[src/rtl/wczc_pkg.sv]
// Shared types, widths and register codes for the windowed call z-score classifier.
package wczc_pkg;

    localparam int COUNT_WIDTH = 20;
    localparam int POS_WIDTH   = 31;
    localparam int PROB_WIDTH  = 16;
    localparam int GAP_WIDTH   = 16;
    localparam int RES_WIDTH   = 20;
    localparam int Z_WIDTH     = 32;
    localparam int FRAC_BITS   = 16;

    // z-score datapath widths
    localparam int MUL1_WIDTH  = COUNT_WIDTH + FRAC_BITS;       // A*f and C<<16
    localparam int D_WIDTH     = MUL1_WIDTH + FRAC_BITS;        // A*f*(1-f)
    localparam int ROOT_WIDTH  = D_WIDTH / 2;
    localparam int QUO_WIDTH   = MUL1_WIDTH + FRAC_BITS;        // (mag<<16)/s
    localparam int SQRT_STEPS  = D_WIDTH / 2;
    localparam int DIV_STEPS   = QUO_WIDTH;
    localparam int STEP_WIDTH  = $clog2(DIV_STEPS + 1);

    // resolution/10 through a reciprocal multiply, exact for 20-bit values
    localparam int DIV10_WIDTH = RES_WIDTH - 3;
    localparam int DIV10_SHIFT = 23;
    localparam logic [RES_WIDTH-1:0] DIV10_MUL = RES_WIDTH'(838861);

    // queue between front and back
    localparam int Q_DEPTH = 4;
    localparam int Q_AW    = $clog2(Q_DEPTH);

    // configuration register map
    localparam int ADDR_WIDTH = 5;
    localparam logic [2:0] REG_CALL_THR = 3'd0;
    localparam logic [2:0] REG_COOLDOWN = 3'd1;
    localparam logic [2:0] REG_WIN_RES  = 3'd2;
    localparam logic [2:0] REG_FRACTION = 3'd3;
    localparam logic [2:0] REG_Z_THR    = 3'd4;

    localparam logic [GAP_WIDTH-1:0]  RST_CALL_THR = GAP_WIDTH'(52429);
    localparam logic [GAP_WIDTH-1:0]  RST_COOLDOWN = GAP_WIDTH'(4);
    localparam logic [RES_WIDTH-1:0]  RST_WIN_RES  = RES_WIDTH'(100);
    localparam logic [DIV10_WIDTH-1:0] RST_RES_DIV10 = DIV10_WIDTH'(10);
    localparam logic [PROB_WIDTH-1:0] RST_FRACTION = PROB_WIDTH'(32768);

    typedef struct packed {
        logic                  mode;
        logic [POS_WIDTH-1:0]  position;
        logic [PROB_WIDTH-1:0] analogue_prob;
    } t_in_word;

    typedef struct packed {
        logic [POS_WIDTH-1:0]      region_start;
        logic [POS_WIDTH-1:0]      region_end;
        logic signed [Z_WIDTH-1:0] region_score;
        logic                      is_positive;
    } t_out_word;

    typedef struct packed {
        logic [PROB_WIDTH-1:0]     call_threshold;
        logic [GAP_WIDTH-1:0]      cooldown_gap;
        logic [RES_WIDTH-1:0]      window_resolution;
        logic [DIV10_WIDTH-1:0]    res_div10;
        logic [PROB_WIDTH-1:0]     analogue_fraction;
        logic signed [Z_WIDTH-1:0] z_threshold;
    } t_cfg;

    typedef struct packed {
        logic [POS_WIDTH-1:0]   region_start;
        logic [POS_WIDTH-1:0]   region_end;
        logic [COUNT_WIDTH-1:0] call_count;
        logic [COUNT_WIDTH-1:0] attempt_count;
    } t_job;

endpackage

[src/rtl/wczc_queue.sv]
// Short job queue between the front and back parts.
module wczc_queue (
    input  logic           i_clk,
    input  logic           i_rst_n,
    input  logic           i_push,
    input  wczc_pkg::t_job i_job,
    output logic           o_not_full,
    output logic           o_valid,
    output wczc_pkg::t_job o_job,
    input  logic           i_pop
);

    wczc_pkg::t_job               r_mem [wczc_pkg::Q_DEPTH];
    logic [wczc_pkg::Q_AW-1:0]    r_wr, r_rd;
    logic [wczc_pkg::Q_AW:0]      r_cnt;
    logic                         push, pop;

    assign o_not_full = (r_cnt != (wczc_pkg::Q_AW+1)'(wczc_pkg::Q_DEPTH));
    assign o_valid    = (r_cnt != '0);
    assign o_job      = r_mem[r_rd];
    assign push       = i_push & o_not_full;
    assign pop        = i_pop & o_valid;

    always_ff @(posedge i_clk) begin
        if (push) r_mem[r_wr] <= i_job;
    end

    always_ff @(posedge i_clk) begin
        if (!i_rst_n) begin
            r_wr  <= '0;
            r_rd  <= '0;
            r_cnt <= '0;
        end else begin
            if (push) r_wr <= r_wr + 1'b1;
            if (pop) r_rd <= r_rd + 1'b1;
            if (push && !pop) r_cnt <= r_cnt + 1'b1;
            else if (pop && !push) r_cnt <= r_cnt - 1'b1;
        end
    end

endmodule

[config.mk]
export PLATFORM = sky130hd
export DESIGN_NAME = wczc_queue
export DESIGN_NICKNAME = d
export VERILOG_FILES = /design/src/rtl/wczc_pkg.sv /design/src/rtl/wczc_queue.sv
export SDC_FILE = /design/constraint.sdc
export NUM_CORES = 1
export LEC_CHECK = 0
export ABC_AREA = 1
export BUFFER_PORTS_ARGS = -buffer_cell sky130_fd_sc_hd__buf_2
export CAP_MARGIN = 20
export CORE_MARGIN = 1
export CORE_UTILIZATION = 59
export CTS_BUF_LIST = sky130_fd_sc_hd__clkbuf_2 sky130_fd_sc_hd__clkbuf_4 sky130_fd_sc_hd__clkbuf_8
export CTS_CLUSTER_SIZE = 24
export DETAILED_ROUTE_END_ITERATION = 16
export PLACE_DENSITY = 0.82
export SETUP_SLACK_MARGIN = 0.5
export SLEW_MARGIN = 30
export SYNTH_ARGS = -nofsm -noshare
export SYNTH_HDL_FRONTEND = slang
export SYNTH_SLANG_ARGS = --single-unit
[constraint.sdc]
create_clock -name i_clk -period 7.6 [get_ports i_clk]
set_clock_uncertainty 0.1 [all_clocks]
set_input_delay 0 -clock i_clk [delete_from_list [all_inputs] [get_ports i_clk]]
set_output_delay 0 -clock i_clk [all_outputs]
set_load 0.01 [all_outputs]
# --- Yosys cells after proc, flatten, opt, wreduce, memory -nomap -nowiden ---
# Memory sizes are Yosys's and may differ from the RTL's. A register that Yosys moved wholly into a read port is not among the register bits.
# Index checks and enable logic that the tools add are counted.
totals:
  elab_cells: 23
  mem_count: 1
  register_bits: 7
  mem_bits_rw: 408
  out_inout_bits: 104
classes:
  n_eq_ne: 1
  n_reduce_logical: 6
  mux: 6
  n_addsub: 4
  bitwise: 2
mem_list:
  columns: ["memory", "words", "width", "rd", "rd_ports_with_merged_regs", "wr", "line_no", "text"]
  rows:
  - ["r_mem", 4, 102, 1, 1, 1, "wczc_queue.sv:13", "wczc_pkg::t_job r_mem [wczc_pkg::Q_DEPTH];"]
ops:
  columns: ["cell", "n"]
  rows:
  - ["$mux 3", 2]
  - ["$add 2x1->2 const B", 2]
  - ["$mux 2", 2]
  - ["$add 3x1->3 const B", 1]
  - ["$ne 3x3->1 const B", 1]
  - ["$reduce_bool 3->1", 1]
  - ["$sub 3x1->3 const B", 1]
  - ["$and 1x1->1", 2]
  - ["$logic_and 1x1->1", 2]
  - ["$logic_not 1->1", 2]
  - ["$mux 1", 2]
  - ["$reduce_bool 2->1", 1]

# --- Depth between registers and ports, before layout ---
logic_depth:
  word_depth: 6
  ltp_mapped: 13

# --- Least setup slack after synthesis ---
# OpenSTA, ideal clock, no wires.
synth_timing:
  path_type: "register to register"
  startpoint: "register r_cnt[0] (netlist bit)"
  endpoint: "memory r_mem[0][0] (netlist bit) (enable)"
  required_ns: 6.936
  arrival_ns: 4.975
  period_less_slack_ns: 5.639
  slack_ns: 1.961
  n_path_buf: 0
  stages_incl_launch_ff: 5
  setup_ns: 0.564
  cell_sequence: "dfxtp_1 > nor2_1 > nand2_1 > nand2_1 > nor2_1"
synth_between:
  elab_chain_cells: 4
synth_lines:
  columns: ["element", "line_no", "text"]
  rows:
  - ["start, declared", "wczc_queue.sv:15", "logic [wczc_pkg::Q_AW:0] r_cnt;"]
  - ["start signal, assigned", "wczc_queue.sv:36", "if (push && !pop) r_cnt <= r_cnt + 1'b1;"]
  - ["start signal, assigned", "wczc_queue.sv:37", "else if (pop && !push) r_cnt <= r_cnt - 1'b1;"]
  - ["$ne 3x3->1", "wczc_queue.sv:18", "assign o_not_full = (r_cnt != (wczc_pkg::Q_AW+1)'(wczc_pkg::Q_DEPTH));"]
  - ["net o_not_full", "wczc_queue.sv:7", "output logic o_not_full,"]
  - ["$and 1x1->1", "wczc_queue.sv:21", "assign push = i_push & o_not_full;"]
  - ["$mux 1", "wczc_queue.sv:25", "if (push) r_mem[r_wr] <= i_job;"]
  - ["$mux 1 (implied by the code)", "wczc_queue.sv:25", null]
  - ["end, declared", "wczc_queue.sv:13", null]
# The timed path passes the listed nets, and every way through them passes these cells.

==> metrics.yaml <==
run_status:
  outcome: "completed"
clock_network:
  postCtsSetupBuffers: 0
  clk_pin_slew_ns: 0.06
  clock_sinks: 417
  cts-root-buf: "clkbuf_8"
  cts.htree.levels: 3
  clockBufferDepth: 3
  clk_latency_ns: 0.56
  tritoncts: "yes"
  numCtsBuffers: 66
  cts_resized: 0
critical_path:
  end_kind: "output port"
  reg2reg_depth: 9
  critical_path_class: "reg -> out"
  cp-start-kind: "flip-flop"
  crit_slowest_cell: "buf_4"
  cp_slowest_stage_delay_ns: 0.90
  path_buf_inv: 4
  critical_path_arrival_ns: 3.40
  required_ns: 7.50
  cp_num_cells: 6
  cp_top_family: "buffers and inverters"
  critPathMaxFanout: 111
  crit_path_cell_trace: "buf_16 > inv_6 > buf_4 > o21ai_0 > o22ai_1 > buf_2"
placed_design:
  dp_hpwl_microns: 18500
  placed_area_sq_um: 16800
  globalplace.congestion: 0.769
  io_buffers: 209
yosys:
  ys_top_cells_by_area: "edfxtp_1, nor2_1, o21ai_0"
  synth.mux.area_fraction_pct: 0
  ys_warn_count: 0
  yosys-top-cells-count: "edfxtp_1, nor2_1, o21ai_0"
  ys_seq_area_share_pct: 79.9
  syn_avg_cell_area_sq_um: 14.8
  synth_top_family_by_area: "compound AO/OA/AOI/OAI gates"
  async_flop_share_pct: 0
  yosysTopAreaCell: "edfxtp_1"
  synth_xor_area_share_pct: 0.0563
  synth.most_common_cell: "edfxtp_1"
  ys_types: 20
  synth-compound-area-share_pct: 10.8
  synth_flop_cell: "edfxtp_1"
  synth_nets: 1166
  synthAdderAreaFrac_pct: 0.531
  synth_edf_count: 408
  synth_seq_cells: 417
  synth_top_area_share_pct: 78.7
  synthCells: 1054
  synth-simple-area-share_pct: 5.80
  synth_area_sq_um: 15600
power:
  power_density_nw_per_um2: 321
  leakage_nw: 6.83
  peakVddDrop_uv: 293
  power_w: 0.00614
floorplan:
  core_area_sq_um: 26000
  start_util_pct: 59.9
  dieArea_sq_um: 27000
  die_h_microns: 164
  io_pins: 210
  die_w_microns: 164
  core.rowCount: 59
finish:
  stdcell_area_sq_um: 19100
  regArea_sq_um: 12400
  multi_input_area_sq_um: 2700
  drive_gt1_share_pct: 23.4
  n_fill_cell: 1511
  nNetsFinal: 1497
  syn_to_final_growth_pct: 23.0
timing:
  setup_viol: 0
  finalMaxSlewViolations: 0
  max_freq_mhz: 286
  rsz0062_at_grt: "false"
  fin_setup_tns_ns: 0
  relSlewSlack_pct: 33.8
  hold_viol: 0
  fin_crit_ns: 3.50
  tightest_slew_ns: 0.993
  timing.final.crit_share_pct: 46.0
global_routing:
  track_usage_pct: 25.3
  grt_antenna_before_repair: 2
  grt_max_degree: 112
  grt_overflow_total: 0
  grt_first_pass_wirelength_microns: 51500
  first_global_vias: 10000
route:
  drt-wirelength-per-cell_microns: 19.5
  wirelength_microns: 34600
  routed_via_density: 5.65
  vias: 10000
  drtAntennaViolNets: 0
  drtIter0Drc: 983
  dr.pass1.iters: 5
  drc: 0
min_path:
  hold_class: "in -> reg"
  whs_path_depth: 2
run:
  drv_cap: 0
kinds of logic (layout without fill, tap and decap cells):
group / Yosys count / in the layout
DFF: 417 / 417
buffers and inverters: 82 / 463
and+or+nand+nor: 238 / 238
AOI/OAI and AO/OA: 310 / 310
xor gates and xnor gates: 1 / 1
adders and majority gates: 6 / 6
other: 0 / 1
cells in the final DEF, fill, tap and decap left out, types with 2 or more instances in the layout:
cell type,netlist,final
a21oi_1,3,3
buf_12,0,2
buf_2,13,209
buf_4,7,10
clkbuf_4,0,24
clkbuf_8,0,66
clkinv_1,0,13
clkinv_2,0,8
clkinvlp_4,0,2
dfxtp_1,9,7
dfxtp_4,0,2
dlygate4sd3_1,0,106
edfxtp_1,408,408
ha_1,5,5
inv_1,15,14
inv_6,0,3
inv_8,0,2
nand2_1,15,15
nand3_1,4,4
nor2_1,218,214
nor2_4,0,4
o21ai_0,145,145
o21ai_1,60,60
o22ai_1,102,102
metal layers:
layer  track usage [%]  wire [microns]  vias to the layer above
li1                  -               -                     4641
met1              30.6           13100                     4863
met2              44.6           18000                      438
met3              5.35            2690                       56
met4              10.0             796                        2
met5                 0              10                        -
path summary, 6_finish.rpt:
kind | from | endpoint | slack (ns)
min reg2reg | r_rd[1] | flip-flop | 0.41
max | flip-flop | o_job[97] | 4.10
min | i_job[24] | r_mem[2][24] | 0.07
max reg2reg | r_cnt[0] | r_cnt[1] | 5.24
worst reg2reg max path, delay by kind of cell, from the launching register on:
| kind | cells | cell delay, ns |
|---|---|---|
| buffers and inverters | 2 | 0.26 |
| AOI/OAI and AO/OA | 1 | 0.17 |
| DFF | 1 | 0.34 |
| and+or+nand+nor | 4 | 0.69 |
| adders and majority gates | 2 | 0.67 |
registers in the layout (all words and copies together) (netlist names), named ones only:
register	cells
r_rd	2
r_wr	2
r_mem	408
r_cnt	3
report_power, final:
part | switching, W | internal [W]
clock | 0.000840 | 0.000943
sequential | 0.0000827 | 0.00280
combinational | 0.000983 | 0.000492
total | 0.00191 | 0.00423
timing repair:
item,4_1_cts,5_1_grt
hold buffers,106,0
hold endpoints to repair,417,0
endpoints found under the setup margin,0,0
stage by stage:
step	util, %	instances	worst slack [ns]	hold slack (ns)
2_1_floorplan	-	1054	1.96	-0.00113
3_3_place_gp	64.5	1543	4.44	0.113
5_1_grt	73.7	1771	3.85	0.0651
4_1_cts	73.5	1769	4.03	0.0317
3_5_place_dp	64.6	1545	4.62	0.117
6_report	73.7	1771	4.10	0.0749
final cells by class:
cell class | instances | share of cell area (%)
clock buffer | 90 | 5.69
inverter | 16 | 0.346
timing repair buffer | 329 | 11.8
multi-input combinational | 555 | 14.1
antenna | 1 | 0.0131
clock inverter | 28 | 0.856
sequential | 417 | 65.0
tap | 335 | 2.19
Note: power is estimated with default switching activity, not from simulation.
