$ cat config.mk
export PLATFORM = sky130hd
export DESIGN_NAME = wczc_front
export DESIGN_NICKNAME = d
export VERILOG_FILES = /design/src/rtl/wczc_pkg.sv /design/src/rtl/wczc_front.sv
export SDC_FILE = /design/constraint.sdc
export NUM_CORES = 1
export LEC_CHECK = 0
export BUFFER_PORTS_ARGS = -buffer_cell sky130_fd_sc_hd__clkbuf_2
export CAP_MARGIN = 5
export CORE_MARGIN = 1
export CORE_UTILIZATION = 50
export DETAILED_ROUTE_END_ITERATION = 10
export GPL_ROUTABILITY_DRIVEN = 0
export MAX_ROUTING_LAYER = met4
export PLACE_DENSITY = 0.73
export SLEW_MARGIN = 20
export SYNTH_ARGS = -nofsm -noshare
export SYNTH_HDL_FRONTEND = slang
export SYNTH_SLANG_ARGS = --single-unit
$ cat constraint.sdc
create_clock -name i_clk -period 14.3 [get_ports i_clk]
set_clock_uncertainty 0.05 [all_clocks]
set_input_delay 2.86 -clock i_clk [delete_from_list [all_inputs] [get_ports i_clk]]
set_output_delay 2.86 -clock i_clk [all_outputs]
set_load 0.01 [all_outputs]
$ cat src/rtl/wczc_pkg.sv
// Shared types, widths and register codes for the windowed call z-score classifier.
package wczc_pkg;

    localparam int COUNT_WIDTH = 20;
    localparam int POS_WIDTH   = 31;
    localparam int PROB_WIDTH  = 16;
    localparam int GAP_WIDTH   = 16;
    localparam int RES_WIDTH   = 20;
    localparam int Z_WIDTH     = 32;
    localparam int FRAC_BITS   = 16;

    // z-score datapath widths
    localparam int MUL1_WIDTH  = COUNT_WIDTH + FRAC_BITS;       // A*f and C<<16
    localparam int D_WIDTH     = MUL1_WIDTH + FRAC_BITS;        // A*f*(1-f)
    localparam int ROOT_WIDTH  = D_WIDTH / 2;
    localparam int QUO_WIDTH   = MUL1_WIDTH + FRAC_BITS;        // (mag<<16)/s
    localparam int SQRT_STEPS  = D_WIDTH / 2;
    localparam int DIV_STEPS   = QUO_WIDTH;
    localparam int STEP_WIDTH  = $clog2(DIV_STEPS + 1);

    // resolution/10 through a reciprocal multiply, exact for 20-bit values
    localparam int DIV10_WIDTH = RES_WIDTH - 3;
    localparam int DIV10_SHIFT = 23;
    localparam logic [RES_WIDTH-1:0] DIV10_MUL = RES_WIDTH'(838861);

    // queue between front and back
    localparam int Q_DEPTH = 4;
    localparam int Q_AW    = $clog2(Q_DEPTH);

    // configuration register map
    localparam int ADDR_WIDTH = 5;
    localparam logic [2:0] REG_CALL_THR = 3'd0;
    localparam logic [2:0] REG_COOLDOWN = 3'd1;
    localparam logic [2:0] REG_WIN_RES  = 3'd2;
    localparam logic [2:0] REG_FRACTION = 3'd3;
    localparam logic [2:0] REG_Z_THR    = 3'd4;

    localparam logic [GAP_WIDTH-1:0]  RST_CALL_THR = GAP_WIDTH'(52429);
    localparam logic [GAP_WIDTH-1:0]  RST_COOLDOWN = GAP_WIDTH'(4);
    localparam logic [RES_WIDTH-1:0]  RST_WIN_RES  = RES_WIDTH'(100);
    localparam logic [DIV10_WIDTH-1:0] RST_RES_DIV10 = DIV10_WIDTH'(10);
    localparam logic [PROB_WIDTH-1:0] RST_FRACTION = PROB_WIDTH'(32768);

    typedef struct packed {
        logic                  mode;
        logic [POS_WIDTH-1:0]  position;
        logic [PROB_WIDTH-1:0] analogue_prob;
    } t_in_word;

    typedef struct packed {
        logic [POS_WIDTH-1:0]      region_start;
        logic [POS_WIDTH-1:0]      region_end;
        logic signed [Z_WIDTH-1:0] region_score;
        logic                      is_positive;
    } t_out_word;

    typedef struct packed {
        logic [PROB_WIDTH-1:0]     call_threshold;
        logic [GAP_WIDTH-1:0]      cooldown_gap;
        logic [RES_WIDTH-1:0]      window_resolution;
        logic [DIV10_WIDTH-1:0]    res_div10;
        logic [PROB_WIDTH-1:0]     analogue_fraction;
        logic signed [Z_WIDTH-1:0] z_threshold;
    } t_cfg;

    typedef struct packed {
        logic [POS_WIDTH-1:0]   region_start;
        logic [POS_WIDTH-1:0]   region_end;
        logic [COUNT_WIDTH-1:0] call_count;
        logic [COUNT_WIDTH-1:0] attempt_count;
    } t_job;

endpackage

$ cat src/rtl/wczc_front.sv
// Front part: counts calls and attempts per record and closes windows into jobs.
module wczc_front (
    input  logic              i_clk,
    input  logic              i_rst_n,
    input  logic              i_in_valid,
    output logic              o_in_ready,
    input  wczc_pkg::t_in_word i_in_word,
    input  wczc_pkg::t_cfg    i_cfg,
    output logic              o_job_valid,
    output wczc_pkg::t_job    o_job,
    input  logic              i_job_ready
);

    localparam logic [wczc_pkg::COUNT_WIDTH-1:0] COUNT_MAX = '1;

    logic [wczc_pkg::COUNT_WIDTH-1:0] r_call, n_call, r_att, n_att;
    logic [wczc_pkg::POS_WIDTH-1:0]   r_last_call, r_last_att, r_win_start;
    logic                             r_win_open;

    logic                             accept, call_far, att_far, is_call, bump_att;
    logic                             span_ok, close_win;
    logic [wczc_pkg::POS_WIDTH-1:0]   pos, win_start;
    logic [wczc_pkg::POS_WIDTH-1:0]   d_call, d_att, d_win;

    assign o_in_ready = i_job_ready;
    assign accept     = i_in_valid & o_in_ready;
    assign pos        = i_in_word.position;

    always_comb begin
        d_call    = pos - r_last_call;
        d_att     = pos - r_last_att;
        win_start = r_win_open ? r_win_start : pos;
        d_win     = pos - win_start;
        call_far  = (pos < r_last_call) ||
                    (d_call >= wczc_pkg::POS_WIDTH'(i_cfg.cooldown_gap));
        att_far   = (pos < r_last_att) ||
                    (d_att >= wczc_pkg::POS_WIDTH'(i_cfg.cooldown_gap));
        is_call   = (i_in_word.analogue_prob > i_cfg.call_threshold) && call_far;
        bump_att  = is_call || att_far;
        n_call    = (is_call && r_call != COUNT_MAX) ? r_call + 1'b1 : r_call;
        n_att     = (bump_att && r_att != COUNT_MAX) ? r_att + 1'b1 : r_att;
        span_ok   = (pos < win_start) ||
                    (d_win > wczc_pkg::POS_WIDTH'(i_cfg.window_resolution));
        close_win = span_ok &&
                    (n_att >= wczc_pkg::COUNT_WIDTH'(i_cfg.res_div10));
    end

    assign o_job_valid          = accept & i_in_word.mode & close_win;
    assign o_job.region_start   = win_start;
    assign o_job.region_end     = pos;
    assign o_job.call_count     = n_call;
    assign o_job.attempt_count  = n_att;

    always_ff @(posedge i_clk) begin
        if (!i_rst_n) begin
            r_call      <= '0;
            r_att       <= '0;
            r_last_call <= '0;
            r_last_att  <= '0;
            r_win_start <= '0;
            r_win_open  <= 1'b0;
        end else if (accept) begin
            if (!i_in_word.mode) begin
                r_call      <= '0;
                r_att       <= '0;
                r_last_call <= '0;
                r_last_att  <= '0;
                r_win_start <= '0;
                r_win_open  <= 1'b0;
            end else begin
                if (is_call) r_last_call <= pos;
                if (bump_att) r_last_att <= pos;
                r_win_start <= win_start;
                if (close_win) begin
                    r_call     <= '0;
                    r_att      <= '0;
                    r_win_open <= 1'b0;
                end else begin
                    r_call     <= n_call;
                    r_att      <= n_att;
                    r_win_open <= 1'b1;
                end
            end
        end
    end

endmodule

* Yosys cells after proc, flatten, opt, wreduce, memory -nomap -nowiden *
Index checks and enable logic that the tools add are counted.

storage, ports and cells
  bits in read-only memories = 0
  word-level logic and storage cells = 50
  latch bits = 0
  bits in registers = 134
  memories = 0
  bits in writable memories = 0
  input port bits = 169

operators by class
  bitwise gates (word level) = 3
  reductions and logical operators = 10
  div/mod/pow operators = 0
  multiply operators = 0
  shifts and indexed selects = 0
  $add $sub $neg = 5
  mux-type cells = 14
  $lt $le $gt $ge = 8
  eq/ne operators = 4

operators with widths
  kind                                                             count
  31-bit two-way mux                                               6
  20-bit two-way mux                                               6
  31-bit < comparator                                              3
  31-bit subtractor                                                3
  31-bit by 16-bit >= comparator with 1-bit output                 2
  20-bit by 1-bit adder with 20-bit output, second input constant  2
  20-bit != test, second input constant                            2
  31-bit by 20-bit > comparator with 1-bit output                  1
  20-bit by 17-bit >= comparator with 1-bit output                 1
  16-bit > comparator                                              1
  1-bit logical AND                                                4
  1-bit logical OR                                                 4
  2-bit by 1-bit != test with 1-bit output, second input constant  2
  2-bit AND reduction                                              2
  1-bit bitwise AND                                                3
  1-bit two-way mux                                                2

* Longest topological paths before layout *
  word-level depth = 11
  depth in mapped cells = 38
  gate-level depth less buffers = 37

* Worst setup path before layout *
OpenSTA, ideal clock, no wires.

  path type = input-to-output
  from = input port i_in_word[16] (netlist name)
  to = output port o_job_valid
  required time = 11.390 ns
  arrival = 9.298 ns
  stages on the path = 35
  buffers on the path = 0
  setup slack = 2.092 ns
  cell sequence = inv_1 -> ha_1 -> fa_1 -> nand2b_1 -> a21o_1 -> a211oi_1 -> o21ai_1 -> xnor2_1 -> ha_1 -> nand4_1 -> nor4_1 -> a2111oi_0 -> nand2_1 -> a2111o_1 -> a311o_1 -> nor4_1 -> and4_1 -> a21boi_4 -> nor2_1 -> xor2_1 -> inv_1 -> ha_1 -> nand2b_1 -> a21o_1 -> a21oi_1 -> nor2b_1 -> o21ai_0 -> a21oi_1 -> o21a_1 -> o211ai_1 -> a31oi_1 -> nor4_1 -> mux2_4 -> a21oi_2 -> and3_1

RTL lines
  item             RTL line         RTL
  start, declared  wczc_front.sv:7  input wczc_pkg::t_in_word i_in_word,
  end, declared    wczc_front.sv:9  output logic o_job_valid,

* Worst setup path in the final report *
  from = input port i_in_word[16] (netlist name)
  to = output port o_job_valid

on the way
  longest elaborated chain between the ends = 10
  elaborated cells on any way between the ends = 20

ends and longest elaborated chain
  item                                              RTL line          RTL
  31-bit subtractor                                 wczc_front.sv:30  d_call = pos - r_last_call;
  31-bit by 16-bit >= comparator with 1-bit output  wczc_front.sv:35  (d_call >= wczc_pkg::POS_WIDTH'(i_cfg.cooldown_gap));
  1-bit logical OR                                  wczc_front.sv:34  call_far = (pos < r_last_call) ||
  1-bit logical AND                                 wczc_front.sv:38  is_call = (i_in_word.analogue_prob > i_cfg.call_threshold) && call_far;
  1-bit logical OR                                  wczc_front.sv:39  bump_att = is_call || att_far;
  1-bit logical AND                                 wczc_front.sv:41  n_att = (bump_att && r_att != COUNT_MAX) ? r_att + 1'b1 : r_att;
  20-bit two-way mux                                wczc_front.sv:41
  20-bit by 17-bit >= comparator with 1-bit output  wczc_front.sv:45  (n_att >= wczc_pkg::COUNT_WIDTH'(i_cfg.res_div10));
  1-bit logical AND (*)                             wczc_front.sv:44  close_win = span_ok &&
  1-bit bitwise AND (*)                             wczc_front.sv:48  assign o_job_valid = accept & i_in_word.mode & close_win;

Every way passes the cells marked *; elsewhere a longest branch is shown, timed or not.

==> metrics.txt <==
status finished clean; Yosys top cell area share 18.7%; Antenna diodes 0; Synth area leaders dfxtp_1, ha_1, a21oi_1; Avg Cell Area, Syn 7.29 um^2; dpl cell area 15400 um^2; fmax 0.0733 GHz; worst hold margin 0.425 ns; sequential share of the synthesized area 18.7%; fin area 16000 um^2; Async SR Flop Fraction 0%; commonest cells after routing, fill and taps aside clkbuf_2, inv_1, a21oi_1; Hold-fix buffers, CTS 0; PD cells 80.8 nW/um^2; initial core utilization 51.3%; Final #Nets 2453; final hold vios 0; Ys Warns 0; H-Tree Level Count 4; GR peak layer met2; DR vias 14200; Max Buffers Root-to-Sink 2; Mapped Cells 1971; Max VDD drop 0.0721 mV; RSZ-0062 raised after global routing no; Layout area overhead 11.6%; met2 Usage GRT 47.7%; WS Path Type input pin to primary output; hpwl dp 31000 um; I/O pin count 273; layout cells sized above 1 13.8%; Crit path largest cell delay 0.54 ns; setup tns final 0 ns; DRT Wirelength 39300 um; slowest CP cell a211oi_1; number of flops mapped to enable cells by yosys 0; pin count of the biggest net entering global routing 99; CTS sink cnt 134; postcts setup bufs 0; endpoints failing setup 0; commonest non-fill, non-tap cell in the layout clkbuf_2; Residual DRC 0; Slew @ Worst Pin 1.00 ns; WL/cell 15.8 um; Root Buffer clkbuf_16; met1 usage 31.8%; Total Routing Usage GR 27.0%; Max Cap Viol 0; Worst Path Max Fanout 10; Distinct cells, synth 82; Detailed Routing Iterations Pass 1 5; drt via density 5.70; hold crit path type flip-flop to flip-flop; total congestion overflow 0; Antenna Violating Nets Remaining 0; crit path DAT 10.73 ns; die height 171 um; row cnt 61; met3 Track Usage GR 3.22%; ys flop type dfxtp_1; Slew Viols, Final 0; Core ar. 28000 um^2; I/O Buffers 224; vias in the first global route 12600; Die W 171 um; Syn Std Cell Area 14400 um^2; Num CTS Buffers 17; Crit path required time 11.39 ns; LEAKAGE 7.30 nW; crit end category primary output; post-synthesis net count 2323; initial antenna violation count 0; global-route wire length before repair 61600 um; Worst-path clk slew 0.06 ns; Slew headroom 33.1%; Clock Latency Late Sink 0.44 ns; fin crit share 95.4%; post-synthesis register bit count 134; Pwr Total 1.30 mW; Synth area leader dfxtp_1; Worst setup SP type input pin; Iter 0 DRT Violations 891; die area 29400 um^2; CTS tree done; # resized after CTS 0; Final Critical Period 13.64 ns
metal layers:
metal | up-vias | share of wire, %
met3 | 67 | 5.8
met1 | 6512 | 43
met2 | 476 | 49
li1 | 7137 | -
met4 | 0 | 2.7
met5 | - | 0
flip-flops by register name, summed over array words and instances (netlist names):
| signal | cells |
|---|---|
| r_win_start | 31 |
| r_win_open | 1 |
| r_att | 20 |
| r_last_call | 31 |
| r_call | 20 |
| r_last_att | 31 |
path summary, 6_finish.rpt:
path                                startpoint             end  slack [ns]  depth (start not counted)
worst max-delay path             i_in_word[16]     o_job_valid        0.66                         37
worst min-delay path            r_win_start[0]  r_win_start[0]        0.42                          2
worst max register to register   r_last_att[0]      r_call[19]        5.46                         32
worst min register to register  r_win_start[0]  r_win_start[0]        0.42                          2
cell type report:
type,instances,area (um^2)
clock buffers,17,425
clock inverters,15,169
fillers,2671,12000
inverters,193,724
multi-input cells,1524,10400
flip-flops and latches,134,2680
well taps,378,473
repair buffers,231,1170
cell families after synthesis:
group / share of synthesized area (%)
AO/OA/AOI/OAI: 23.1
multiplexers: 2.77
AND/OR/NAND/NOR: 23.9
buffers and inverters: 9.24
flip-flops: 18.7
XOR/XNOR: 6.16
adder cells (fa/ha/maj): 16.1
power by group:
part	switching (mW)	total [mW]	internal [mW]	leakage (nW)
sequential	0.00485	0.387	0.382	1.09
combinational	0.271	0.457	0.186	5.93
clock	0.190	0.451	0.262	0.289
synthesized netlist by cell type, types with 26 or more instances:
library cell	n
a21o_1	48
a21oi_1	192
nand2_1	168
nand4_1	41
and2_1	68
xnor2_1	62
mux2i_1	36
inv_1	193
o21ai_0	89
nor3_1	32
nor2_1	159
buf_4	34
dfxtp_1	134
xor2_1	39
clkbuf_1	73
ha_1	180
o21ai_1	28
nor2b_1	78
nand3_1	26
stage by stage:
step                      setup WS [ns]  util, %  std cells
after floorplan                    2.09        -       1971
after global placement            0.925     55.1       2460
after detailed placement          0.762     55.1       2460
after CTS                         0.736     57.2       2492
after global routing             0.0710     57.2       2492
final                             0.662     57.2       2492
critical path: cells and delay by family:
family,cells,cell delay (ns)
multiplexers,1,0.23
buffers and inverters,4,0.40
AO/OA/AOI/OAI,15,3.50
XOR/XNOR,2,0.41
adder cells (fa/ha/maj),4,1.21
AND/OR/NAND/NOR,11,2.10
Power figures use the tool's default switching activity.
