[config.mk]
export PLATFORM = sky130hd
export DESIGN_NAME = wczc_back
export DESIGN_NICKNAME = d
export VERILOG_FILES = /design/src/rtl/wczc_pkg.sv /design/src/rtl/wczc_back.sv
export SDC_FILE = /design/constraint.sdc
export NUM_CORES = 2
export LEC_CHECK = 0
export BUFFER_PORTS_ARGS = -buffer_cell sky130_fd_sc_hd__buf_2
export CAP_MARGIN = 20
export CORE_MARGIN = 2
export CORE_UTILIZATION = 35
export DETAILED_ROUTE_END_ITERATION = 6
export GPL_ROUTABILITY_DRIVEN = 0
export SETUP_SLACK_MARGIN = 0.4
export SYNTH_ARGS = -nofsm -noshare
export SYNTH_HDL_FRONTEND = slang
export SYNTH_SLANG_ARGS = --single-unit
[constraint.sdc]
create_clock -name i_clk -period 13.85 [get_ports i_clk]
set_clock_uncertainty 0.15 [all_clocks]
set_input_delay 1.385 -clock i_clk [delete_from_list [all_inputs] [get_ports i_clk]]
set_output_delay 1.385 -clock i_clk [all_outputs]
set_load 0.005 [all_outputs]
[src/rtl/wczc_pkg.sv]
// Shared types, widths and register codes for the windowed call z-score classifier.
package wczc_pkg;

    localparam int COUNT_WIDTH = 20;
    localparam int POS_WIDTH   = 31;
    localparam int PROB_WIDTH  = 16;
    localparam int GAP_WIDTH   = 16;
    localparam int RES_WIDTH   = 20;
    localparam int Z_WIDTH     = 32;
    localparam int FRAC_BITS   = 16;

    // z-score datapath widths
    localparam int MUL1_WIDTH  = COUNT_WIDTH + FRAC_BITS;       // A*f and C<<16
    localparam int D_WIDTH     = MUL1_WIDTH + FRAC_BITS;        // A*f*(1-f)
    localparam int ROOT_WIDTH  = D_WIDTH / 2;
    localparam int QUO_WIDTH   = MUL1_WIDTH + FRAC_BITS;        // (mag<<16)/s
    localparam int SQRT_STEPS  = D_WIDTH / 2;
    localparam int DIV_STEPS   = QUO_WIDTH;
    localparam int STEP_WIDTH  = $clog2(DIV_STEPS + 1);

    // resolution/10 through a reciprocal multiply, exact for 20-bit values
    localparam int DIV10_WIDTH = RES_WIDTH - 3;
    localparam int DIV10_SHIFT = 23;
    localparam logic [RES_WIDTH-1:0] DIV10_MUL = RES_WIDTH'(838861);

    // queue between front and back
    localparam int Q_DEPTH = 4;
    localparam int Q_AW    = $clog2(Q_DEPTH);

    // configuration register map
    localparam int ADDR_WIDTH = 5;
    localparam logic [2:0] REG_CALL_THR = 3'd0;
    localparam logic [2:0] REG_COOLDOWN = 3'd1;
    localparam logic [2:0] REG_WIN_RES  = 3'd2;
    localparam logic [2:0] REG_FRACTION = 3'd3;
    localparam logic [2:0] REG_Z_THR    = 3'd4;

    localparam logic [GAP_WIDTH-1:0]  RST_CALL_THR = GAP_WIDTH'(52429);
    localparam logic [GAP_WIDTH-1:0]  RST_COOLDOWN = GAP_WIDTH'(4);
    localparam logic [RES_WIDTH-1:0]  RST_WIN_RES  = RES_WIDTH'(100);
    localparam logic [DIV10_WIDTH-1:0] RST_RES_DIV10 = DIV10_WIDTH'(10);
    localparam logic [PROB_WIDTH-1:0] RST_FRACTION = PROB_WIDTH'(32768);

    typedef struct packed {
        logic                  mode;
        logic [POS_WIDTH-1:0]  position;
        logic [PROB_WIDTH-1:0] analogue_prob;
    } t_in_word;

    typedef struct packed {
        logic [POS_WIDTH-1:0]      region_start;
        logic [POS_WIDTH-1:0]      region_end;
        logic signed [Z_WIDTH-1:0] region_score;
        logic                      is_positive;
    } t_out_word;

    typedef struct packed {
        logic [PROB_WIDTH-1:0]     call_threshold;
        logic [GAP_WIDTH-1:0]      cooldown_gap;
        logic [RES_WIDTH-1:0]      window_resolution;
        logic [DIV10_WIDTH-1:0]    res_div10;
        logic [PROB_WIDTH-1:0]     analogue_fraction;
        logic signed [Z_WIDTH-1:0] z_threshold;
    } t_cfg;

    typedef struct packed {
        logic [POS_WIDTH-1:0]   region_start;
        logic [POS_WIDTH-1:0]   region_end;
        logic [COUNT_WIDTH-1:0] call_count;
        logic [COUNT_WIDTH-1:0] attempt_count;
    } t_job;

endpackage

[src/rtl/wczc_back.sv]
// Back part: binomial z-score through serial square root and division.
module wczc_back (
    input  logic              i_clk,
    input  logic              i_rst_n,
    input  logic              i_job_valid,
    input  wczc_pkg::t_job    i_job,
    output logic              o_job_ready,
    input  wczc_pkg::t_cfg    i_cfg,
    output logic              o_out_valid,
    output wczc_pkg::t_out_word o_out_word,
    input  logic              i_out_ready
);

    localparam int MW = wczc_pkg::MUL1_WIDTH;
    localparam int DW = wczc_pkg::D_WIDTH;
    localparam int RW = wczc_pkg::ROOT_WIDTH;
    localparam int QW = wczc_pkg::QUO_WIDTH;
    localparam int ZW = wczc_pkg::Z_WIDTH;
    localparam int SW = wczc_pkg::STEP_WIDTH;

    localparam logic [2:0] S_IDLE = 3'd0;
    localparam logic [2:0] S_MUL1 = 3'd1;
    localparam logic [2:0] S_MUL2 = 3'd2;
    localparam logic [2:0] S_SQRT = 3'd3;
    localparam logic [2:0] S_DIV  = 3'd4;
    localparam logic [2:0] S_FIN  = 3'd5;

    localparam logic signed [ZW+1:0] ZMAX = 34'sd2147483647;
    localparam logic signed [ZW+1:0] ZMIN = -34'sd2147483648;

    logic [2:0]          r_state;
    wczc_pkg::t_job      r_job;
    logic [MW-1:0]       r_nf, r_pc, r_mag;
    logic                r_neg;
    logic [DW-1:0]       r_rem, r_root;
    logic [RW-1:0]       r_s, r_prem;
    logic [SW-1:0]       r_cnt;
    logic                r_out_valid;
    wczc_pkg::t_out_word r_out;

    logic [DW-1:0]           bit_w, trial;
    logic [DW+wczc_pkg::FRAC_BITS:0] prod2;
    logic [RW:0]             dtrial;
    logic                    dbit, over, out_free;
    logic signed [ZW-1:0]    z;
    logic signed [ZW:0]      absthr;
    logic signed [ZW+1:0]    sum;
    logic signed [ZW-1:0]    score;
    logic [ZW-1:0]           qlo;

    assign o_job_ready = (r_state == S_IDLE);
    assign o_out_valid = r_out_valid;
    assign o_out_word  = r_out;
    assign out_free    = !r_out_valid || i_out_ready;

    always_comb begin
        bit_w  = DW'(1) << {r_cnt, 1'b0};
        trial  = r_root + bit_w;
        prod2  = r_nf * (((wczc_pkg::FRAC_BITS+1)'(1) << wczc_pkg::FRAC_BITS)
                         - (wczc_pkg::FRAC_BITS+1)'(i_cfg.analogue_fraction));
        dtrial = {r_prem, r_rem[QW-1]};
        dbit   = (dtrial >= {1'b0, r_s});
        // quotient in r_rem after division
        over   = |r_rem[QW-1:ZW];
        qlo    = r_rem[ZW-1:0];
        if (r_s == '0) begin
            z = '0;
        end else if (r_neg) begin
            if (over || qlo > 32'h8000_0000) z = ZMIN[ZW-1:0];
            else z = ZW'(~qlo + 1'b1);
        end else begin
            if (over || qlo[ZW-1]) z = ZMAX[ZW-1:0];
            else z = qlo;
        end
        absthr = i_cfg.z_threshold[ZW-1] ? -(ZW+1)'(i_cfg.z_threshold)
                                         : (ZW+1)'(i_cfg.z_threshold);
        sum    = (ZW+2)'(z) + (ZW+2)'(absthr);
        if (sum > ZMAX) score = ZMAX[ZW-1:0];
        else if (sum < ZMIN) score = ZMIN[ZW-1:0];
        else score = sum[ZW-1:0];
    end

    always_ff @(posedge i_clk) begin
        unique case (r_state)
            S_IDLE: if (i_job_valid) r_job <= i_job;
            S_MUL1: begin
                r_nf <= MW'(r_job.attempt_count * i_cfg.analogue_fraction);
                r_pc <= {r_job.call_count, {wczc_pkg::FRAC_BITS{1'b0}}};
            end
            S_MUL2: begin
                r_rem  <= prod2[DW-1:0];
                r_root <= '0;
                r_neg  <= (r_nf > r_pc);
                r_mag  <= (r_nf > r_pc) ? r_nf - r_pc : r_pc - r_nf;
            end
            S_SQRT: begin
                if (r_cnt == '0) begin
                    r_s    <= (r_rem >= trial) ? RW'((r_root >> 1) + bit_w)
                                               : RW'(r_root >> 1);
                    r_rem  <= {r_mag, {wczc_pkg::FRAC_BITS{1'b0}}};
                    r_prem <= '0;
                end else if (r_rem >= trial) begin
                    r_rem  <= r_rem - trial;
                    r_root <= (r_root >> 1) + bit_w;
                end else begin
                    r_root <= r_root >> 1;
                end
            end
            S_DIV: begin
                r_prem <= dbit ? RW'(dtrial - {1'b0, r_s}) : RW'(dtrial);
                r_rem  <= {r_rem[QW-2:0], dbit};
            end
            default: ;
        endcase
    end

    always_ff @(posedge i_clk) begin
        if (!i_rst_n) begin
            r_state     <= S_IDLE;
            r_cnt       <= '0;
            r_out_valid <= 1'b0;
        end else begin
            if (r_state == S_FIN && out_free) r_out_valid <= 1'b1;
            else if (i_out_ready) r_out_valid <= 1'b0;
            unique case (r_state)
                S_IDLE: if (i_job_valid) r_state <= S_MUL1;
                S_MUL1: r_state <= S_MUL2;
                S_MUL2: begin
                    r_state <= S_SQRT;
                    r_cnt   <= SW'(wczc_pkg::SQRT_STEPS - 1);
                end
                S_SQRT: begin
                    if (r_cnt == '0) begin
                        r_state <= S_DIV;
                        r_cnt   <= SW'(wczc_pkg::DIV_STEPS - 1);
                    end else begin
                        r_cnt <= r_cnt - 1'b1;
                    end
                end
                S_DIV: begin
                    if (r_cnt == '0) r_state <= S_FIN;
                    else r_cnt <= r_cnt - 1'b1;
                end
                S_FIN: begin
                    if (out_free) r_state <= S_IDLE;
                end
                default: r_state <= S_IDLE;
            endcase
        end
    end

    always_ff @(posedge i_clk) begin
        if (r_state == S_FIN && out_free) begin
            r_out.region_start <= r_job.region_start;
            r_out.region_end   <= r_job.region_end;
            r_out.region_score <= score;
            r_out.is_positive  <= (z > i_cfg.z_threshold);
        end
    end

endmodule

# Word-level counts from Yosys, hierarchy flattened
# Cells that the tools add are included.
[word_totals]
ff_bits = 456
inputBits = 223
out_inout_bits = 97
wordCells = 100
[op_classes]
addsub = 11
mul = 2
magnitude_cmp = 7
n_eq_ne = 12
n_shift = 1
n_mux = 27
n_bitwise = 1
n_reduce_logical = 20
[ops]
columns = ["cell", "count"]
rows = [
  ["two-way mux 52 bit", 4],
  ["two-way mux 32 bit", 5],
  ["one-hot mux 52 bit (3 select lines)", 1],
  ["one-hot mux 52 bit (2 select lines)", 1],
  ["two-way mux 26 bit", 3],
  ["subtractor 36 bit", 2],
  ["adder 51 x 52 -> 52 bit", 1],
  ["adder 52 bit", 1],
  [">= comparator 52 bit", 1],
  ["multiplier 37 x 18 -> 52 bit", 1],
  ["one-hot mux 26 bit (2 select lines)", 1],
  ["<< shifter 1 x 7 -> 52 bit, first input constant", 1],
  ["subtractor 52 bit", 1],
  ["> comparator 36 bit", 1],
  ["multiplier 20 x 16 -> 36 bit", 1],
  ["two-way mux 36 bit", 1],
  ["adder 32 x 33 -> 34 bit", 1],
  ["> comparator 34 x 32 -> 1 bit, second input constant", 1],
  ["< comparator 34 x 32 -> 1 bit, second input constant", 1],
  ["two-way mux 33 bit", 1],
  ["negation 32 -> 33 bit", 1],
  ["adder 32 x 1 -> 32 bit, second input constant", 1],
  ["> comparator 32 bit", 1],
  ["> comparator 32 bit, second input constant", 1],
  ["other kinds (26)", 47],
]

# Logic depth before layout (Yosys ltp)
[logic_depth]
word_depth = 8
mapped_depth = 34
mapped_depth_nobuf = 32

# Least setup slack after synthesis
# No wires, ideal clock.
[synth_timing]
kind = "reg2reg"
startpoint = "register r_cnt[2]"
endpoint = "register r_rem[0] (enable)"
setup_ps = 541
arrival_ps = 9370
t_required_ps = 13159
path_slack_ps = 3789
stages_incl_launch_ff = 25
path_buffers = 5
period_less_slack_ps = 10061
cell_sequence = "dfxtp_1 -> clkbuf_1 -> nor4_1 -> nand2_1 -> clkinv_1 -> clkbuf_1 -> buf_1 -> ha_1 -> a31oi_1 -> o31ai_1 -> a211o_1 -> a31oi_1 -> o31ai_1 -> a31oi_1 -> o21bai_1 -> a21bo_1 -> a31oi_1 -> xor2_1 -> ha_1 -> clkbuf_1 -> nand4_1 -> nor4_1 -> a21oi_1 -> clkbuf_1 -> a21boi_0"
[synth_between]
elab_chain_cells = 5
word_cells_on_any_way = 6
classes_between = "add/sub: 1; order compare: 1; eq/ne: 1; shift: 1; reduce/logical: 2"
[synth_lines]
columns = ["item", "line_no", "rtl"]
rows = [
  ["from (decl)", "wczc_back.sv:37", "logic [SW-1:0] r_cnt;"],
  ["from (signal assigned)", "wczc_back.sv:130", "r_cnt <= SW'(wczc_pkg::SQRT_STEPS - 1);"],
  ["from (signal assigned)", "wczc_back.sv:135", "r_cnt <= SW'(wczc_pkg::DIV_STEPS - 1);"],
  ["from (signal assigned)", "wczc_back.sv:137", "r_cnt <= r_cnt - 1'b1;"],
  ["<< shifter 1 x 7 -> 52 bit", "wczc_back.sv:57", "bit_w = DW'(1) << {r_cnt, 1'b0};"],
  ["adder 52 bit", "wczc_back.sv:58", "trial = r_root + bit_w;"],
  [">= comparator 52 bit", "wczc_back.sv:102", "end else if (r_rem >= trial) begin"],
  ["inequality test 3 bit (no source line) (*)", "--", ""],
  ["AND reduction 2 bit (no source line) (*)", "--", ""],
  ["to (signal assigned)", "wczc_back.sv:100", "r_rem <= {r_mag, {wczc_pkg::FRAC_BITS{1'b0}}};"],
  ["to (signal assigned)", "wczc_back.sv:103", "r_rem <= r_rem - trial;"],
  ["to (signal assigned)", "wczc_back.sv:111", "r_rem <= {r_rem[QW-2:0], dbit};"],
  ["to (decl)", "wczc_back.sv:35", "logic [DW-1:0] r_rem, r_root;"],
]
# Mark *: on every way between the ends. The rest lies on a longest branch, timed or not.
# A chain may end at the register's enable or synchronous reset.

# Worst setup path in the final report
[layout_timing]
startpoint = "input i_cfg[35] (netlist bit)"
endpoint = "register r_rem[45] (data pin)"
[layout_between]
elab_chain_cells = 3
[layout_lines]
columns = ["item", "line_no", "rtl"]
rows = [
  ["from (decl)", "wczc_back.sv:8", "input wczc_pkg::t_cfg i_cfg,"],
  ["subtractor 17 x 16 -> 18 bit", "wczc_back.sv:60", "- (wczc_pkg::FRAC_BITS+1)'(i_cfg.analogue_fraction));"],
  ["multiplier 37 x 18 -> 52 bit", "wczc_back.sv:59", "prod2 = r_nf * (((wczc_pkg::FRAC_BITS+1)'(1) << wczc_pkg::FRAC_BITS)"],
  ["one-hot mux 52 bit (3 select lines)", "wczc_back.sv:84", "unique case (r_state)"],
  ["to (signal assigned)", "wczc_back.sv:91", "r_rem <= prod2[DW-1:0];"],
  ["to (signal assigned)", "wczc_back.sv:100", ""],
  ["to (signal assigned)", "wczc_back.sv:103", ""],
]
# Every way passes these cells.

==> impl_metrics.tcl <==
set metrics [dict create \
    cts_buffers 51 \
    grt.total_usage_pct 19.2 \
    wire_per_inst_um 18.7 \
    synth_fp_nets 8094 \
    critPathSlowestCell "fa_1" \
    drt_iter0_markers 3363 \
    min_period_over_period_pct 73.9 \
    grt_busiest_layer "met2" \
    grt_max_degree 62 \
    cts_max_path_buffers 3 \
    row_count 152 \
    die_height_um 419 \
    grtUsageMet2_pct 31.6 \
    async_reset_ff_share_pct 0 \
    relSlewSlack_pct 21.7 \
    tritoncts "done" \
    regArea_sq_um 13600 \
    drtPass1Iterations 6 \
    drt_wl_total_um 169000 \
    numClockSinks 456 \
    io_pins 320 \
    holdCritStartpoint "r_job[75]$_DFFE_PP_" \
    yosysUniqueCellTypes 86 \
    drt.antenna.violating_nets 0 \
    outcome "finished, final reports clean" \
    core_sq_um 171000 \
    post-route-min-period_ns 10.24 \
    synth_top_area_share_pct 25.3 \
    setup_viol 0 \
    synth_area_leaders "fa_1 25%, edfxtp_1 22%, ha_1 10%" \
    start_util_pct 35.2 \
    fin_nets 8156 \
    synth-compound-area-share_pct 12.1 \
    synth_edf_count 446 \
    synth_area_sq_um 60300 \
    drc 0 \
    antenna-diode-count 0 \
    synth_adder_area_share_pct 35.8 \
    critPathRequiredTime_ns 14.23 \
    cp-start-kind "input pin" \
    grt_pass1_vias 48500 \
    r2r_end "o_out_word[1]$_SDFFCE_PN1P_" \
    fin_util_pct 38.3 \
    hold_end "o_out_word[68]$_DFFE_PP_" \
    syn_to_final_growth_pct 8.91 \
    synth_top_family_by_area "adder cells" \
    synth-simple-area-share_pct 15.7 \
    synth.avg_cell_area_sq_um 9.12 \
    die_x_um 419 \
    h-tree-depth 2 \
    yosysTopAreaCell "fa_1" \
    hold_viol 0 \
    grt_use_met1_pct 25.7 \
    fmax_ghz 0.0977 \
    synth_commonest_cells "1,053 x inv_1, 878 x nand2_1, 763 x fa_1, 503 x ha_1, 446 x edfxtp_1" \
    antenna_found_initial 6 \
    drive_gt1_share_pct 6.72 \
    vias_per_cell 5.22 \
    synth_seq_cells 456 \
    clk_latency_ns 0.68 \
    finalSetupTns_ns 0 \
    min_path_type "flip-flop to flip-flop" \
    critical_path.max_stage_delay_ns 0.59 \
    root_buffer "clkbuf_16" \
    critPathMostFrequentCell "fa_1" \
    dieArea_sq_um 176000 \
    synth_xor_area_share_pct 5.06 \
    multiInputGateArea_sq_um 41800 \
    synth_mux_area_share_pct 0.287 \
    cp_max_fo 36 \
    dpl.hpwl_um 128000 \
    overflow 0 \
    clk_pin_slew_ns 0.06 \
    grt_pass1_wl_um 268000 \
    yosysSeqAreaShare_pct 22.6 \
    use_met3_pct 3.02 \
    port_buffers 250 \
    rsz0062_at_grt "no" \
    hold_depth 0 \
    nFillCells 17200 \
    cts_setup_buffers 0 \
    reg2reg_from "r_rem[1]$_DFFE_PP_" \
    tightest_slew_ns 1.17 \
    ff2ff_path_depth 24 \
    synthesis.instances 6605 \
    slew_violations 0 \
    yosys_warnings 0 \
    crit_path_end_kind "flip-flop" \
    synth.most_common_cell "inv_1" \
    path_class "input pin to flip-flop" \
    ys.flop_type "edfxtp_1" \
    maxCapViolCount 0 \
    rrSetupSlack_ns 4.45 \
    dr_total_vias 47100 \
    hold_buffers 0 \
    cts_resized 0 \
    arrival_ns 10.62 \
]
-- stage by stage --
step / cells / hold WS [ns] / setup slack, ns / cell area (sq um)
after global routing: 9017 / 0.233 / 3.07 / 65600
after CTS: 9015 / 0.222 / 3.72 / 65600
after floorplan: 6605 / 0.250 / 3.79 / 60300
after detailed placement: 8922 / 0.255 / 3.02 / 63900
final: 9017 / 0.226 / 3.61 / 65600
after global placement: 8922 / 0.250 / 3.19 / 63900
-- layer usage --
metal	vias up	routed length, um
li1	21800	-
met4	0	5880
met5	-	0
met1	23400	73200
met2	1616	78300
met3	323	11200
-- cells by family (layout without fill, tap and decap cells) --
family	after synthesis	after routing
AND/OR/NAND/NOR	2003	2003
multiplexers	17	17
buffers and inverters	1357	1459
flip-flops	456	456
other	1	1
AO/OA/AOI/OAI	1157	1157
adder cells (fa/ha/maj)	1266	1266
XOR/XNOR	348	348
-- cell type report --
cell class | count | area share [%]
clock inverter | 34 | 0.583
timing repair buffer | 310 | 2.64
multi-input combinational | 4792 | 63.6
inverter | 1056 | 6.04
tap | 2310 | 4.40
sequential | 456 | 20.7
clock buffer | 59 | 1.99
-- sequential cells by signal (all words and copies together) (netlist names) --
register and count:
o_out_valid 1, o_out_word 95, r_cnt 6, r_job 102, r_mag 36, r_neg 1, r_nf 36, r_pc 20
r_prem 26, r_rem 52, r_root 52, r_s 26, r_state 3
-- critical path, delay by kind of cell --
family | cells | cell delay [ns]
AOI/OAI and AO/OA | 9 | 2.59
xor gates and xnor gates | 1 | 0.14
adders and majority gates | 7 | 3.45
buffers and inverters | 6 | 1.18
muxes | 1 | 0.46
and+or+nand+nor | 7 | 1.35
-- how the worst max path moves through the flow --
stage,start,end,slack (ns),cells past startpoint
detailed placement,i_cfg[36],r_rem[45]$_DFFE_PP_,3.02,31
global route,i_cfg[35],r_rem[45]$_DFFE_PP_,3.07,31
global placement,i_cfg[36],r_rem[45]$_DFFE_PP_,3.19,32
finish,i_cfg[35],r_rem[45]$_DFFE_PP_,3.61,31
floorplan,r_cnt[2]$_SDFFE_PN0P_,r_rem[0]$_DFFE_PP_,3.79,24
CTS,i_cfg[36],r_rem[45]$_DFFE_PP_,3.72,31
-- cells in the final DEF (no fill, tap or decap), types with 26 or more instances in the layout --
cell type,netlist,final
a211oi_1,46,46
o21ai_1,82,80
nor2_1,315,312
buf_4,0,58
and2_1,370,370
fa_1,763,763
or3_1,27,27
buf_2,1,250
edfxtp_1,446,446
xor2_1,154,149
inv_1,1053,1053
a31oi_1,77,77
o31ai_1,27,27
nand4_1,49,49
ha_1,503,502
a311oi_1,26,26
nand3_1,70,70
xnor2_1,194,186
nand2_1,878,876
clkbuf_16,0,51
nand2b_1,52,52
a21oi_1,338,336
nor3_1,75,75
o21bai_1,51,51
a21o_1,135,135
nor2b_1,37,36
o21ai_0,171,171
and3_1,45,44
Power is not shown: default switching activity piles up to over one toggle a cycle in this logic, so the estimate is an artifact.
